--- src/hw/rtl/assert_macros.svh ---
// ----------------------------------------------------------------------------
// assert_macros.svh
// Shared concurrent assertion macros for the RTL.
// ----------------------------------------------------------------------------
`ifndef ASSERT_MACROS_SVH
`define ASSERT_MACROS_SVH

// Clocked assertion, masked while reset is asserted.
`define ASSERT_CLK(label, clk, rst_n, prop, msg) \
    label: assert property (@(posedge clk) disable iff (!(rst_n)) (prop)) \
        else $error(msg);

// Implication form: antecedent |-> consequent.
`define ASSERT_IMPL(label, clk, rst_n, ante, cons, msg) \
    label: assert property (@(posedge clk) disable iff (!(rst_n)) (ante) |-> (cons)) \
        else $error(msg);

`endif

--- src/hw/rtl/owtps_pkg.sv ---
// ----------------------------------------------------------------------------
// owtps_pkg
// Types, constants and helpers for the one-wire temperature poll sequencer.
// ----------------------------------------------------------------------------
package owtps_pkg;

    localparam int SCRATCH_BYTES = 9;
    localparam int CNT_W         = $clog2(SCRATCH_BYTES + 1);
    localparam int CFG_DATA_W    = 16;
    localparam int CFG_IDX_W     = 2;

    localparam logic [15:0] WAIT_TICKS_RST = 16'd800;
    localparam logic [7:0]  SKIP_ROM_RST   = 8'd204;
    localparam logic [7:0]  CONVERT_RST    = 8'd68;
    localparam logic [7:0]  READ_RST       = 8'd190;
    localparam logic [7:0]  CRC_POLY       = 8'h8C;

    typedef enum logic [CFG_IDX_W-1:0] {
        CFG_WAIT_TICKS = 2'd0,
        CFG_SKIP_ROM   = 2'd1,
        CFG_CONVERT    = 2'd2,
        CFG_READ       = 2'd3
    } t_cfg_idx;

    typedef enum logic [1:0] {
        OP_IDLE_STEP = 2'd0,
        OP_TICK      = 2'd1,
        OP_RX_BYTE   = 2'd2,
        OP_UNUSED    = 2'd3
    } t_opcode;

    typedef enum logic [1:0] {
        CMD_NONE  = 2'd0,
        CMD_RESET = 2'd1,
        CMD_SEND  = 2'd2,
        CMD_RECV  = 2'd3
    } t_cmd;

    typedef enum logic [2:0] {
        PH_IDLE  = 3'd0,
        PH_PRES1 = 3'd1,
        PH_WAIT1 = 3'd2,
        PH_WAIT2 = 3'd3,
        PH_PRES2 = 3'd4,
        PH_READ  = 3'd5,
        PH_CHECK = 3'd6
    } t_phase;

    typedef struct packed {
        logic [15:0] wait_ticks;
        logic [7:0]  skip_rom_code;
        logic [7:0]  convert_code;
        logic [7:0]  read_code;
    } t_cfg;

    typedef struct packed {
        logic [1:0] opcode;
        logic       presence_seen;
        logic       bus_error;
        logic [7:0] rx_data;
    } t_item;

    typedef struct packed {
        t_cmd               bus_command;
        logic [7:0]         tx_first;
        logic [7:0]         tx_second;
        logic               temp_valid;
        logic signed [15:0] temp_tenths;
    } t_result;

    // Dallas CRC-8, reflected, one byte.
    function automatic logic [7:0] crc8_byte(input logic [7:0] crc_in,
                                             input logic [7:0] data_in);
        logic [7:0] c;
        logic [7:0] d;
        logic       mix;
        c = crc_in;
        d = data_in;
        for (int i = 0; i < 8; i++) begin
            mix = c[0] ^ d[0];
            c   = c >> 1;
            if (mix) begin
                c = c ^ CRC_POLY;
            end
            d = d >> 1;
        end
        return c;
    endfunction

    // raw * 10 / 16, truncated toward zero.
    function automatic logic signed [15:0] raw_to_tenths(input logic [15:0] raw);
        logic signed [19:0] ext;
        logic signed [19:0] prod;
        logic signed [19:0] adj;
        ext  = 20'(signed'(raw));
        prod = (ext <<< 3) + (ext <<< 1);
        adj  = prod + ((prod < 0) ? 20'sd15 : 20'sd0);
        return adj[19:4];
    endfunction

endpackage

--- src/hw/rtl/owtps_cfg.sv ---
// ----------------------------------------------------------------------------
// owtps_cfg
// Configuration register file, written through a plain write port.
// ----------------------------------------------------------------------------
module owtps_cfg
    import owtps_pkg::*;
(
    input  logic                  i_clk,
    input  logic                  i_rst_n,
    input  logic                  i_cfg_we,
    input  logic [CFG_IDX_W-1:0]  i_cfg_index,
    input  logic [CFG_DATA_W-1:0] i_cfg_data,
    output t_cfg                  o_cfg
);

    t_cfg r_cfg;

    always_ff @(posedge i_clk) begin
        if (!i_rst_n) begin
            r_cfg.wait_ticks    <= WAIT_TICKS_RST;
            r_cfg.skip_rom_code <= SKIP_ROM_RST;
            r_cfg.convert_code  <= CONVERT_RST;
            r_cfg.read_code     <= READ_RST;
        end else if (i_cfg_we) begin
            case (t_cfg_idx'(i_cfg_index))
                CFG_WAIT_TICKS: r_cfg.wait_ticks    <= i_cfg_data;
                CFG_SKIP_ROM:   r_cfg.skip_rom_code <= i_cfg_data[7:0];
                CFG_CONVERT:    r_cfg.convert_code  <= i_cfg_data[7:0];
                CFG_READ:       r_cfg.read_code     <= i_cfg_data[7:0];
                default: ;
            endcase
        end
    end

    assign o_cfg = r_cfg;

endmodule

--- src/hw/rtl/owtps_seq.sv ---
// ----------------------------------------------------------------------------
// owtps_seq
// Poll sequencer state, conversion timer, scratchpad CRC and result logic.
// ----------------------------------------------------------------------------
module owtps_seq
    import owtps_pkg::*;
(
    input  logic    i_clk,
    input  logic    i_rst_n,
    input  logic    i_fire,
    input  t_item   i_item,
    input  t_cfg    i_cfg,
    output t_result o_result
);

    t_phase             r_phase, n_phase;
    logic [CNT_W-1:0]   r_rx_cnt, n_rx_cnt;
    logic [7:0]         r_crc, n_crc;
    logic               r_crc_ok, n_crc_ok;
    logic [15:0]        r_raw, n_raw;
    logic [15:0]        r_wait_cnt, n_wait_cnt;
    logic               r_wait_run, n_wait_run;
    logic               r_wait_exp, n_wait_exp;
    logic signed [15:0] r_last_tenths, n_last_tenths;

    logic   w_step;
    logic   w_err;
    t_phase w_phase;
    logic   w_read_done;
    logic   w_rx_take;

    assign w_step      = (t_opcode'(i_item.opcode) == OP_IDLE_STEP);
    assign w_err       = w_step && i_item.bus_error;
    // bus error drops back to idle and the same step runs from there
    assign w_phase     = w_err ? PH_IDLE : r_phase;
    assign w_read_done = (r_rx_cnt >= CNT_W'(SCRATCH_BYTES)) && r_crc_ok;
    assign w_rx_take   = (t_opcode'(i_item.opcode) == OP_RX_BYTE) && (r_phase == PH_CHECK)
                         && (r_rx_cnt < CNT_W'(SCRATCH_BYTES));

    // next state
    always_comb begin
        logic [15:0] dec;
        n_phase       = r_phase;
        n_rx_cnt      = r_rx_cnt;
        n_crc         = r_crc;
        n_crc_ok      = r_crc_ok;
        n_raw         = r_raw;
        n_wait_cnt    = r_wait_cnt;
        n_wait_run    = r_wait_run;
        n_wait_exp    = r_wait_exp;
        n_last_tenths = r_last_tenths;
        dec           = (r_wait_cnt != 16'd0) ? (r_wait_cnt - 16'd1) : r_wait_cnt;

        case (t_opcode'(i_item.opcode))
            OP_TICK: begin
                if (r_wait_run) begin
                    n_wait_cnt = dec;
                    if (dec == 16'd0) begin
                        n_wait_run = 1'b0;
                        n_wait_exp = 1'b1;
                    end
                end
            end
            OP_RX_BYTE: begin
                if (w_rx_take) begin
                    if (r_rx_cnt < CNT_W'(SCRATCH_BYTES - 1)) begin
                        n_crc = crc8_byte(r_crc, i_item.rx_data);
                        if (r_rx_cnt == '0) begin
                            n_raw[7:0] = i_item.rx_data;
                        end else if (r_rx_cnt == CNT_W'(1)) begin
                            n_raw[15:8] = i_item.rx_data;
                        end
                    end else begin
                        n_crc_ok = (r_crc == i_item.rx_data);
                    end
                    n_rx_cnt = r_rx_cnt + CNT_W'(1);
                end
            end
            OP_IDLE_STEP: begin
                if (w_err) begin
                    n_wait_run = 1'b0;
                    n_wait_exp = 1'b0;
                    n_wait_cnt = 16'd0;
                end
                case (w_phase)
                    PH_IDLE:  n_phase = PH_PRES1;
                    PH_PRES1: n_phase = i_item.presence_seen ? PH_WAIT1 : PH_IDLE;
                    PH_WAIT1: begin
                        // start once; a running timer is left alone
                        if (!r_wait_run && !r_wait_exp) begin
                            n_wait_cnt = i_cfg.wait_ticks;
                            if (i_cfg.wait_ticks == 16'd0) begin
                                n_phase = PH_WAIT2;
                            end else begin
                                n_wait_run = 1'b1;
                            end
                        end else if (r_wait_exp) begin
                            n_wait_exp = 1'b0;
                            n_phase    = PH_WAIT2;
                        end
                    end
                    PH_WAIT2: n_phase = PH_PRES2;
                    PH_PRES2: n_phase = i_item.presence_seen ? PH_READ : PH_IDLE;
                    PH_READ: begin
                        n_rx_cnt = '0;
                        n_crc    = 8'd0;
                        n_crc_ok = 1'b0;
                        n_raw    = 16'd0;
                        n_phase  = PH_CHECK;
                    end
                    PH_CHECK: begin
                        if (w_read_done) begin
                            n_last_tenths = raw_to_tenths(r_raw);
                            n_phase       = PH_IDLE;
                        end else begin
                            n_phase = PH_PRES2;
                        end
                    end
                    default: n_phase = PH_IDLE;
                endcase
            end
            default: ;
        endcase
    end

    // result fields
    always_comb begin
        o_result.bus_command = CMD_NONE;
        o_result.tx_first    = 8'd0;
        o_result.tx_second   = 8'd0;
        o_result.temp_valid  = 1'b0;
        o_result.temp_tenths = n_last_tenths;
        if (w_step) begin
            case (w_phase)
                PH_IDLE, PH_WAIT2: o_result.bus_command = CMD_RESET;
                PH_PRES1: begin
                    if (i_item.presence_seen) begin
                        o_result.bus_command = CMD_SEND;
                        o_result.tx_first    = i_cfg.skip_rom_code;
                        o_result.tx_second   = i_cfg.convert_code;
                    end
                end
                PH_PRES2: begin
                    if (i_item.presence_seen) begin
                        o_result.bus_command = CMD_SEND;
                        o_result.tx_first    = i_cfg.skip_rom_code;
                        o_result.tx_second   = i_cfg.read_code;
                    end
                end
                PH_READ:  o_result.bus_command = CMD_RECV;
                PH_CHECK: begin
                    if (w_read_done) begin
                        o_result.temp_valid = 1'b1;
                    end else begin
                        o_result.bus_command = CMD_RESET;
                    end
                end
                default: ;
            endcase
        end
    end

    always_ff @(posedge i_clk) begin
        if (!i_rst_n) begin
            r_phase       <= PH_IDLE;
            r_rx_cnt      <= '0;
            r_crc         <= 8'd0;
            r_crc_ok      <= 1'b0;
            r_raw         <= 16'd0;
            r_wait_cnt    <= 16'd0;
            r_wait_run    <= 1'b0;
            r_wait_exp    <= 1'b0;
            r_last_tenths <= 16'sd0;
        end else if (i_fire) begin
            r_phase       <= n_phase;
            r_rx_cnt      <= n_rx_cnt;
            r_crc         <= n_crc;
            r_crc_ok      <= n_crc_ok;
            r_raw         <= n_raw;
            r_wait_cnt    <= n_wait_cnt;
            r_wait_run    <= n_wait_run;
            r_wait_exp    <= n_wait_exp;
            r_last_tenths <= n_last_tenths;
        end
    end

endmodule

--- src/hw/rtl/onewire_temperature_poll_sequencer_core.sv ---
// Path: a beat accepted into the input register moves on into the result register
// when that register is free or being taken, and is then presented on the output.
// Throughput: one event per cycle while the output is not stalled; the input register
// advances whenever the result register is empty or being taken, so state updates once per event.
// Reset: synchronous, active low; clears both handshake stages, the sequencer
// state and loads the configuration registers with their defaults.
// ----------------------------------------------------------------------------
// onewire_temperature_poll_sequencer_core
// Top level: input register, sequencer, result register and config port.
// ----------------------------------------------------------------------------
`include "assert_macros.svh"

module onewire_temperature_poll_sequencer_core
    import owtps_pkg::*;
(
    input  logic                  i_clk,
    input  logic                  i_rst_n,
    input  logic                  i_cfg_we,
    input  logic [CFG_IDX_W-1:0]  i_cfg_index,
    input  logic [CFG_DATA_W-1:0] i_cfg_data,
    input  logic                  i_in_valid,
    output logic                  o_in_stall,
    input  logic [1:0]            i_opcode,
    input  logic                  i_presence_seen,
    input  logic                  i_bus_error,
    input  logic [7:0]            i_rx_data,
    output logic                  o_out_valid,
    input  logic                  i_out_stall,
    output logic [1:0]            o_bus_command,
    output logic [7:0]            o_tx_first,
    output logic [7:0]            o_tx_second,
    output logic                  o_temp_valid,
    output logic signed [15:0]    o_temp_tenths
);

    t_cfg    w_cfg;
    t_result w_result;
    logic    r_in_valid;
    t_item   r_in_item;
    logic    r_out_valid;
    t_result r_out;
    logic    w_fire;
    logic    w_accept;

    assign w_fire     = r_in_valid && (!r_out_valid || !i_out_stall);
    assign o_in_stall = r_in_valid && !w_fire;
    assign w_accept   = i_in_valid && !o_in_stall;

    owtps_cfg u_cfg (
        .i_clk       (i_clk),
        .i_rst_n     (i_rst_n),
        .i_cfg_we    (i_cfg_we),
        .i_cfg_index (i_cfg_index),
        .i_cfg_data  (i_cfg_data),
        .o_cfg       (w_cfg)
    );

    owtps_seq u_seq (
        .i_clk    (i_clk),
        .i_rst_n  (i_rst_n),
        .i_fire   (w_fire),
        .i_item   (r_in_item),
        .i_cfg    (w_cfg),
        .o_result (w_result)
    );

    always_ff @(posedge i_clk) begin
        if (!i_rst_n) begin
            r_in_valid <= 1'b0;
        end else if (w_accept) begin
            r_in_valid <= 1'b1;
        end else if (w_fire) begin
            r_in_valid <= 1'b0;
        end
    end

    always_ff @(posedge i_clk) begin
        if (w_accept) begin
            r_in_item.opcode        <= i_opcode;
            r_in_item.presence_seen <= i_presence_seen;
            r_in_item.bus_error     <= i_bus_error;
            r_in_item.rx_data       <= i_rx_data;
        end
    end

    always_ff @(posedge i_clk) begin
        if (!i_rst_n) begin
            r_out_valid <= 1'b0;
        end else if (w_fire) begin
            r_out_valid <= 1'b1;
        end else if (!i_out_stall) begin
            r_out_valid <= 1'b0;
        end
    end

    always_ff @(posedge i_clk) begin
        if (w_fire) begin
            r_out <= w_result;
        end
    end

    assign o_out_valid   = r_out_valid;
    assign o_bus_command = r_out.bus_command;
    assign o_tx_first    = r_out.tx_first;
    assign o_tx_second   = r_out.tx_second;
    assign o_temp_valid  = r_out.temp_valid;
    assign o_temp_tenths = r_out.temp_tenths;

    // a good read never issues a bus command in the same beat
    `ASSERT_IMPL(a_valid_no_cmd, i_clk, i_rst_n, o_out_valid && o_temp_valid,
        o_bus_command == CMD_NONE, "temperature beat carries a bus command")
    // send bytes only travel with a send command
    `ASSERT_IMPL(a_tx_zero, i_clk, i_rst_n, o_out_valid && (o_bus_command != CMD_SEND),
        (o_tx_first == 8'd0) && (o_tx_second == 8'd0), "tx bytes without send")
    `ASSERT_IMPL(a_tx_skip, i_clk, i_rst_n, o_out_valid && (o_bus_command == CMD_SEND),
        o_tx_first == w_cfg.skip_rom_code, "send beat lacks skip-ROM byte")
    // a processed beat always lands in the result register
    `ASSERT_CLK(a_fire_out, i_clk, i_rst_n, w_fire |=> o_out_valid,
        "processed event lost")

endmodule
--- config.mk ---
export PLATFORM = sky130hd
export DESIGN_NAME = onewire_temperature_poll_sequencer_core
export DESIGN_NICKNAME = d
export VERILOG_FILES = /design/src/hw/rtl/owtps_pkg.sv /design/src/hw/rtl/owtps_cfg.sv /design/src/hw/rtl/owtps_seq.sv /design/src/hw/rtl/onewire_temperature_poll_sequencer_core.sv
export VERILOG_INCLUDE_DIRS = /design/src /design/src/hw/rtl
export SDC_FILE = /design/constraint.sdc
export NUM_CORES = 1
export LEC_CHECK = 0
export BUFFER_PORTS_ARGS = -buffer_cell sky130_fd_sc_hd__buf_2
export CAP_MARGIN = 20
export CORE_ASPECT_RATIO = 1.2
export CORE_MARGIN = 10
export CORE_UTILIZATION = 45
export DETAILED_ROUTE_END_ITERATION = 16
export RECOVER_POWER = 50
export SYNTH_ARGS = -nofsm -noshare
export SYNTH_HDL_FRONTEND = slang
export SYNTH_SLANG_ARGS = --single-unit
--- constraint.sdc ---
create_clock -name i_clk -period 8.7 [get_ports i_clk]
set_input_delay 1.74 -clock i_clk [delete_from_list [all_inputs] [get_ports i_clk]]
set_output_delay 1.74 -clock i_clk [all_outputs]
set_load 0.005 [all_outputs]
# After elaboration in Yosys (flattened, before gate mapping)
# Index checks and enable logic that the tools add are counted.
classes:
  reduce_logical: 40
  n_addsub: 4
  n_eq_ne: 26
  n_lt_le_gt_ge: 4
  n_bitwise: 16
  n_mux: 89
op_table:
  columns: ["operator", "count"]
  rows:
  - ["two-way mux 8 bit", 35]
  - ["two-way mux 16 bit", 11]
  - ["case mux 16 bit (2 select lines)", 3]
  - ["two-way mux 18 bit", 2]
  - ["logical NOT 16 bit", 2]
  - ["inverter 2 -> 3 bit", 8]
  - ["two-way mux 1 bit", 21]
  - ["case mux 3 bit (7 select lines)", 1]
  - ["adder 19 x 17 -> 20 bit", 1]
  - ["adder 20 x 5 -> 20 bit", 1]
  - ["< comparator 20 x 1 -> 1 bit, second input constant", 1]
  - ["two-way mux 3 bit", 6]
  - ["case mux 8 bit (2 select lines)", 1]
  - ["nonzero test 16 bit", 1]
  - ["subtractor 16 x 1 -> 16 bit, second input constant", 1]
  - ["equality test 3 bit, second input constant", 4]
  - ["two-way mux 4 bit", 3]
  - ["inequality test 2 bit, second input constant", 6]
  - ["AND reduction 2 bit", 6]
  - ["AND reduction 4 bit", 3]
  - ["case mux 2 bit (5 select lines)", 1]
  - ["AND reduction 5 bit", 2]
  - ["equality test 8 bit", 1]
  - ["logical AND 1 bit", 8]
  - ["25 further kinds", 50]
word_totals:
  out_inout_bits: 37
  input_bits: 35
  elab_cells: 204
  reg_bits: 155

# Longest topological paths before layout
depth:
  depth_word: 40
  mapped_depth: 11
  ltp_nobuf: 10

# Modules after synthesis
# Synthesis repeated with hierarchy kept, for this count alone.
unflattened:
  cells_unflattened: 912
  area_unflattened_um2: 8381.8
modules_own_cells:
  columns: ["mod", "instances", "seq_area_each_um2", "area_each_um2", "cells_per_inst"]
  rows:
  - ["owtps_seq", 1, 1321.3, 5241.3, 695]
  - ["owtps_cfg", 1, 800.8, 1645.3, 162]
  - ["onewire_temperature_poll_sequencer_core", 1, 1451.4, 1495.2, 55]

# Worst setup path after synthesis
# Ideal clock, no wire load.
synth_timing:
  path_kind: "in2reg"
  from: "input port i_out_stall"
  to: "register u_seq.r_raw[0]"
  slack_ns: 4.625
  path_stages: 7
  t_arrival_ns: 3.948
  t_required_ns: 8.572
  path_buffers: 1
  cell_sequence: "nand2_1 -> nand2_1 -> inv_1 -> clkbuf_1 -> o211ai_2 -> mux2i_1 -> nor2_1"
synth_via:
  elab_chain_len: 4
synth_lines:
  columns: ["element", "line", "rtl"]
  rows:
  - ["start: declaration", "onewire_temperature_poll_sequencer_core.sv:28", "input logic i_out_stall,"]
  - ["logical NOT 1 bit", null, null]
  - ["logical OR 1 bit", "onewire_temperature_poll_sequencer_core.sv:45", "assign w_fire = r_in_valid && (!r_out_valid || !i_out_stall);"]
  - ["logical AND 1 bit", "onewire_temperature_poll_sequencer_core.sv:45", null]
  - ["via u_seq.i_fire", "owtps_seq.sv:10", "input logic i_fire,"]
  - ["AND reduction 6 bit (no line)", null, null]
  - ["end signal: assignment", "owtps_seq.sv:179", "r_raw <= n_raw;"]
  - ["end: declaration", "owtps_seq.sv:20", "logic [15:0] r_raw, n_raw;"]
# The timed path passes the listed nets, and every way through them passes these cells.
# A chain may end at the register's enable or synchronous reset.

# Worst setup path after layout
layout_timing:
  from: "input port i_out_stall"
  to: "register u_seq.r_raw[9]"
layout_via:
  elab_chain_len: 4
layout_lines:
  columns: ["element", "line"]
  rows:
  - ["logical NOT 1 bit", null]
  - ["logical OR 1 bit", "onewire_temperature_poll_sequencer_core.sv:45"]
  - ["logical AND 1 bit", "onewire_temperature_poll_sequencer_core.sv:45"]
  - ["AND reduction 7 bit (no line)", null]
# No other way between the ends.

==> flow_metrics.env <==
export IMPL_path_max_fanout=45
export IMPL_violations="max-capacitance violations, max-slew violations"
export IMPL_setup_tns_ps=0
export IMPL_finalSetupViolCount=0
export IMPL_top_usage_layer="met2"
export IMPL_drc_errors=0
export IMPL_synthMuxAreaShare_pct=3.351
export IMPL_gp_congestion=0.8840
export IMPL_finalCritPeriodShare_pct=48.43
export IMPL_fmax_ghz=0.2374
export IMPL_tritoncts="built"
export IMPL_diodes=0
export IMPL_grt_max_degree=52
export IMPL_synth_edff_count=47
export IMPL_die_w_um=142.5
export IMPL_clk_latency_ps=430
export IMPL_root_buffer="clkbuf_16"
export IMPL_synth_top_area_share_pct=26.69
export IMPL_drv_cap=1
export IMPL_postCtsSetupBuffers=0
export IMPL_hp_class="flip-flop to flip-flop"
export IMPL_ys_types=78
export IMPL_dr_pass1_iters=5
export IMPL_arrival_ps=4510
export IMPL_hold_end="u_seq.r_last_tenths[2]"
export IMPL_hold_buffers=0
export IMPL_dieArea_um2=23790
export IMPL_ios=72
export IMPL_vias=6629
export IMPL_grt_pass1_vias=6132
export IMPL_critPathSlowestCell="inv_2"
export IMPL_worst_r2r_setup_slack_ps=4530
export IMPL_hold_viol=0
export IMPL_antenna_found_initial=0
export IMPL_area_growth_pct=11.58
export IMPL_skew_ps=12.79
export IMPL_worstMarginPinSlew_ps=1819
export IMPL_synth_top_family_by_area="simple AND/OR/NAND/NOR gates"
export IMPL_use_met3_pct=4.068
export IMPL_synth_compound_area_share_pct=17.25
export IMPL_cts_max_level=4
export IMPL_start_kind="input port"
export IMPL_ys_seq_area_share_pct=44.11
export IMPL_track_usage_pct=15.97
export IMPL_synth_warnings=0
export IMPL_synth_seq_cells=155
export IMPL_rr_startpoint="r_in_item[10]"
export IMPL_synth_top_area_cell="dfxtp_1"
export IMPL_hold_path_depth=2
export IMPL_worstPathRequired_ps=8990
export IMPL_finalCriticalPeriod_ps=4213
export IMPL_synthAdderAreaFrac_pct=3.645
export IMPL_cp_cell_sequence="clkbuf_1, nand2_1, nand2_1, inv_2, o21ai_1, o21bai_2, o21bai_1, mux2i_1, nor2_1"
export IMPL_initialDrtViolationCount=441
export IMPL_grt_overflow=0
export IMPL_relSlewSlack_pct=-21.27
export IMPL_initial_core_util_pct=45.93
export IMPL_layout_common_cells="139 x nand2_1, 108 x dfxtp_1, 98 x nor2_1"
export IMPL_cts_buffers=17
export IMPL_hold_start="u_seq.r_last_tenths[2]"
export IMPL_rsz0062_at_grt="false"
export IMPL_timing_rr_end="u_seq.r_last_tenths[14]"
export IMPL_power_per_cell_area_nw_per_um2=172.8
export IMPL_synth_simple_gate_area_share_pct=22.61
export IMPL_peakVddDrop_mv=0.1181
export IMPL_netlist_instances=923
export IMPL_syn_cell_area_um2=8102
export IMPL_io_buffers=71
export IMPL_power_leakage_nw=3.416
export IMPL_rows=53
export IMPL_synth_area_top_cells="dfxtp_1 27%, edfxtp_1 17%, nand2_1 6.4%, a21oi_1 4.6%, nor2_1 4.5%"
export IMPL_grt_pass1_wl_um=31400
export IMPL_ctsResizeCount=0
export IMPL_finalMaxSlewViolations=32
export IMPL_cp_common_cell="nand2_1"
export IMPL_synthXorXnorAreaFrac_pct=5.297
export IMPL_status="finished, violations left"
export IMPL_grt_use_met2_pct=24.61
export IMPL_postRouteAntennaNets=0
export IMPL_vias_per_cell=5.543
export IMPL_core_um2=17640
export IMPL_grt_use_met1_pct=21.82
export IMPL_die_h_um=167.0
export IMPL_drt_wl_total_um=19020
export IMPL_post_drt_wl_per_cell_um=15.90
export IMPL_final_layout_size_suffix_gt1_share_pct=9.631
export IMPL_slowest_delay_ps=780
export IMPL_synthesis_nets=981
export IMPL_cts_clk_slew_worst_paths_ps=60
export IMPL_postSynthAreaPerCell_um2=8.777
export IMPL_utilization_pct=51.25
export IMPL_layout_commonest_cell="nand2_1"
export IMPL_ys_flop_type="dfxtp_1"
export IMPL_worstSetupEndpointType="flip-flop"
export IMPL_hpwl_um=13390
export IMPL_nNetsFinal=1021
export IMPL_clockBufferDepth=2
export IMPL_reg2regPathDepth=5
export IMPL_synthArstFlopShare_pct=0
export IMPL_cts_sinks=155
export IMPL_setup_worst_path_class="input port to flip-flop"
==> critical path, delay by kind of cell <==
kind                   cells  cell delay (ps)
AO/OA/AOI/OAI              3             1230
buffers and inverters      2              870
AND/OR/NAND/NOR            3              390
multiplexers               1              250
==> per-layer routing <==
layer	up-vias	wire, um	part of all wire, %
met3	16	895	4.7
li1	3405	-	-
met4	0	199	1.0
met2	131	8706	46
met5	-	0	0
met1	3077	9218	48
==> through the flow <==
stage               hold slack (ps)  total power, W  cell area (um2)  setup WS, ps  std cells
floorplan                     436.0       0.0008713             8102          4625        923
global placement              441.7       0.0009134             8556          4061       1163
CTS                           455.1        0.001577             9080          4415       1195
global route                  475.6        0.001625             9040          4142       1196
detailed placement            446.5       0.0009139             8556          3985       1163
finish                        454.7        0.001562             9040          4487       1196
==> kinds of logic (layout without fill, tap and decap cells) <==
group,count (synthesis),after routing
and+or+nand+nor,380,380
AOI/OAI and AO/OA,212,212
DFF,155,155
buffers and inverters,77,130
xor gates and xnor gates,49,49
muxes,27,27
adders and majority gates,23,23
==> sequential cells by signal, indices dropped and copies added, names as in the netlist <==
| signal | count |
|---|---|
| u_cfg.o_cfg | 40 |
| o_temp_tenths | 16 |
| u_seq.r_last_tenths | 16 |
| u_seq.r_raw | 16 |
| u_seq.r_wait_cnt | 16 |
| r_in_item | 12 |
| o_tx_first | 8 |
| o_tx_second | 8 |
| u_seq.r_crc | 8 |
| u_seq.r_rx_cnt | 4 |
| u_seq.r_phase | 3 |
| o_bus_command | 2 |
| o_out_valid | 1 |
| o_temp_valid | 1 |
| r_in_valid | 1 |
| u_seq.r_crc_ok | 1 |
| u_seq.r_wait_exp | 1 |
| u_seq.r_wait_run | 1 |
==> how the worst max path moves through the flow <==
| stage | from | endpoint | cells past startpoint |
|---|---|---|---|
| after floorplan | i_out_stall | u_seq.r_raw[0] | 7 |
| after global placement | i_out_stall | u_seq.r_raw[11] | 9 |
| after detailed placement | i_out_stall | u_seq.r_raw[9] | 9 |
| after CTS | i_out_stall | u_seq.r_raw[9] | 9 |
| after global routing | r_in_item[10] | u_seq.r_last_tenths[12] | 5 |
| final | i_out_stall | u_seq.r_raw[9] | 9 |
==> synthesized netlist by cell type (all sizes together), types with 4 or more instances <==
master     n
nand2    139
dfxtp    108
nor2      98
a21oi     75
edfxtp    47
clkbuf    43
o21ai     41
nand3     31
xnor2     31
mux2i     26
ha        22
nor3      21
inv       20
a22oi     19
xor2      18
and2      14
buf       14
a211oi    13
and3      13
nor3b     13
nand4      9
nor4       8
o31ai      8
o21a       7
or4        6
a21o       5
o211ai     5
a31oi      4
nand2b     4
nor2b      4
o2111ai    4
==> cell type report <==
cell class	count	area, um2
Clock inverter	13	91.34
Sequential cell	155	3573
Tap cell	220	275.3
Multi-Input combinational cell	691	4232
Timing Repair Buffer	78	360.3
Clock buffer	19	432.9
Inverter	20	75.07
Fill cell	1726	8600
==> power breakdown <==
part / switching, W / total, W / internal [W]
combinational: 0.0000747 / 0.000117 / 0.0000426
sequential: 0.0000149 / 0.000779 / 0.000764
clock: 0.000300 / 0.000666 / 0.000365
(Power assumes the default switching activity.)
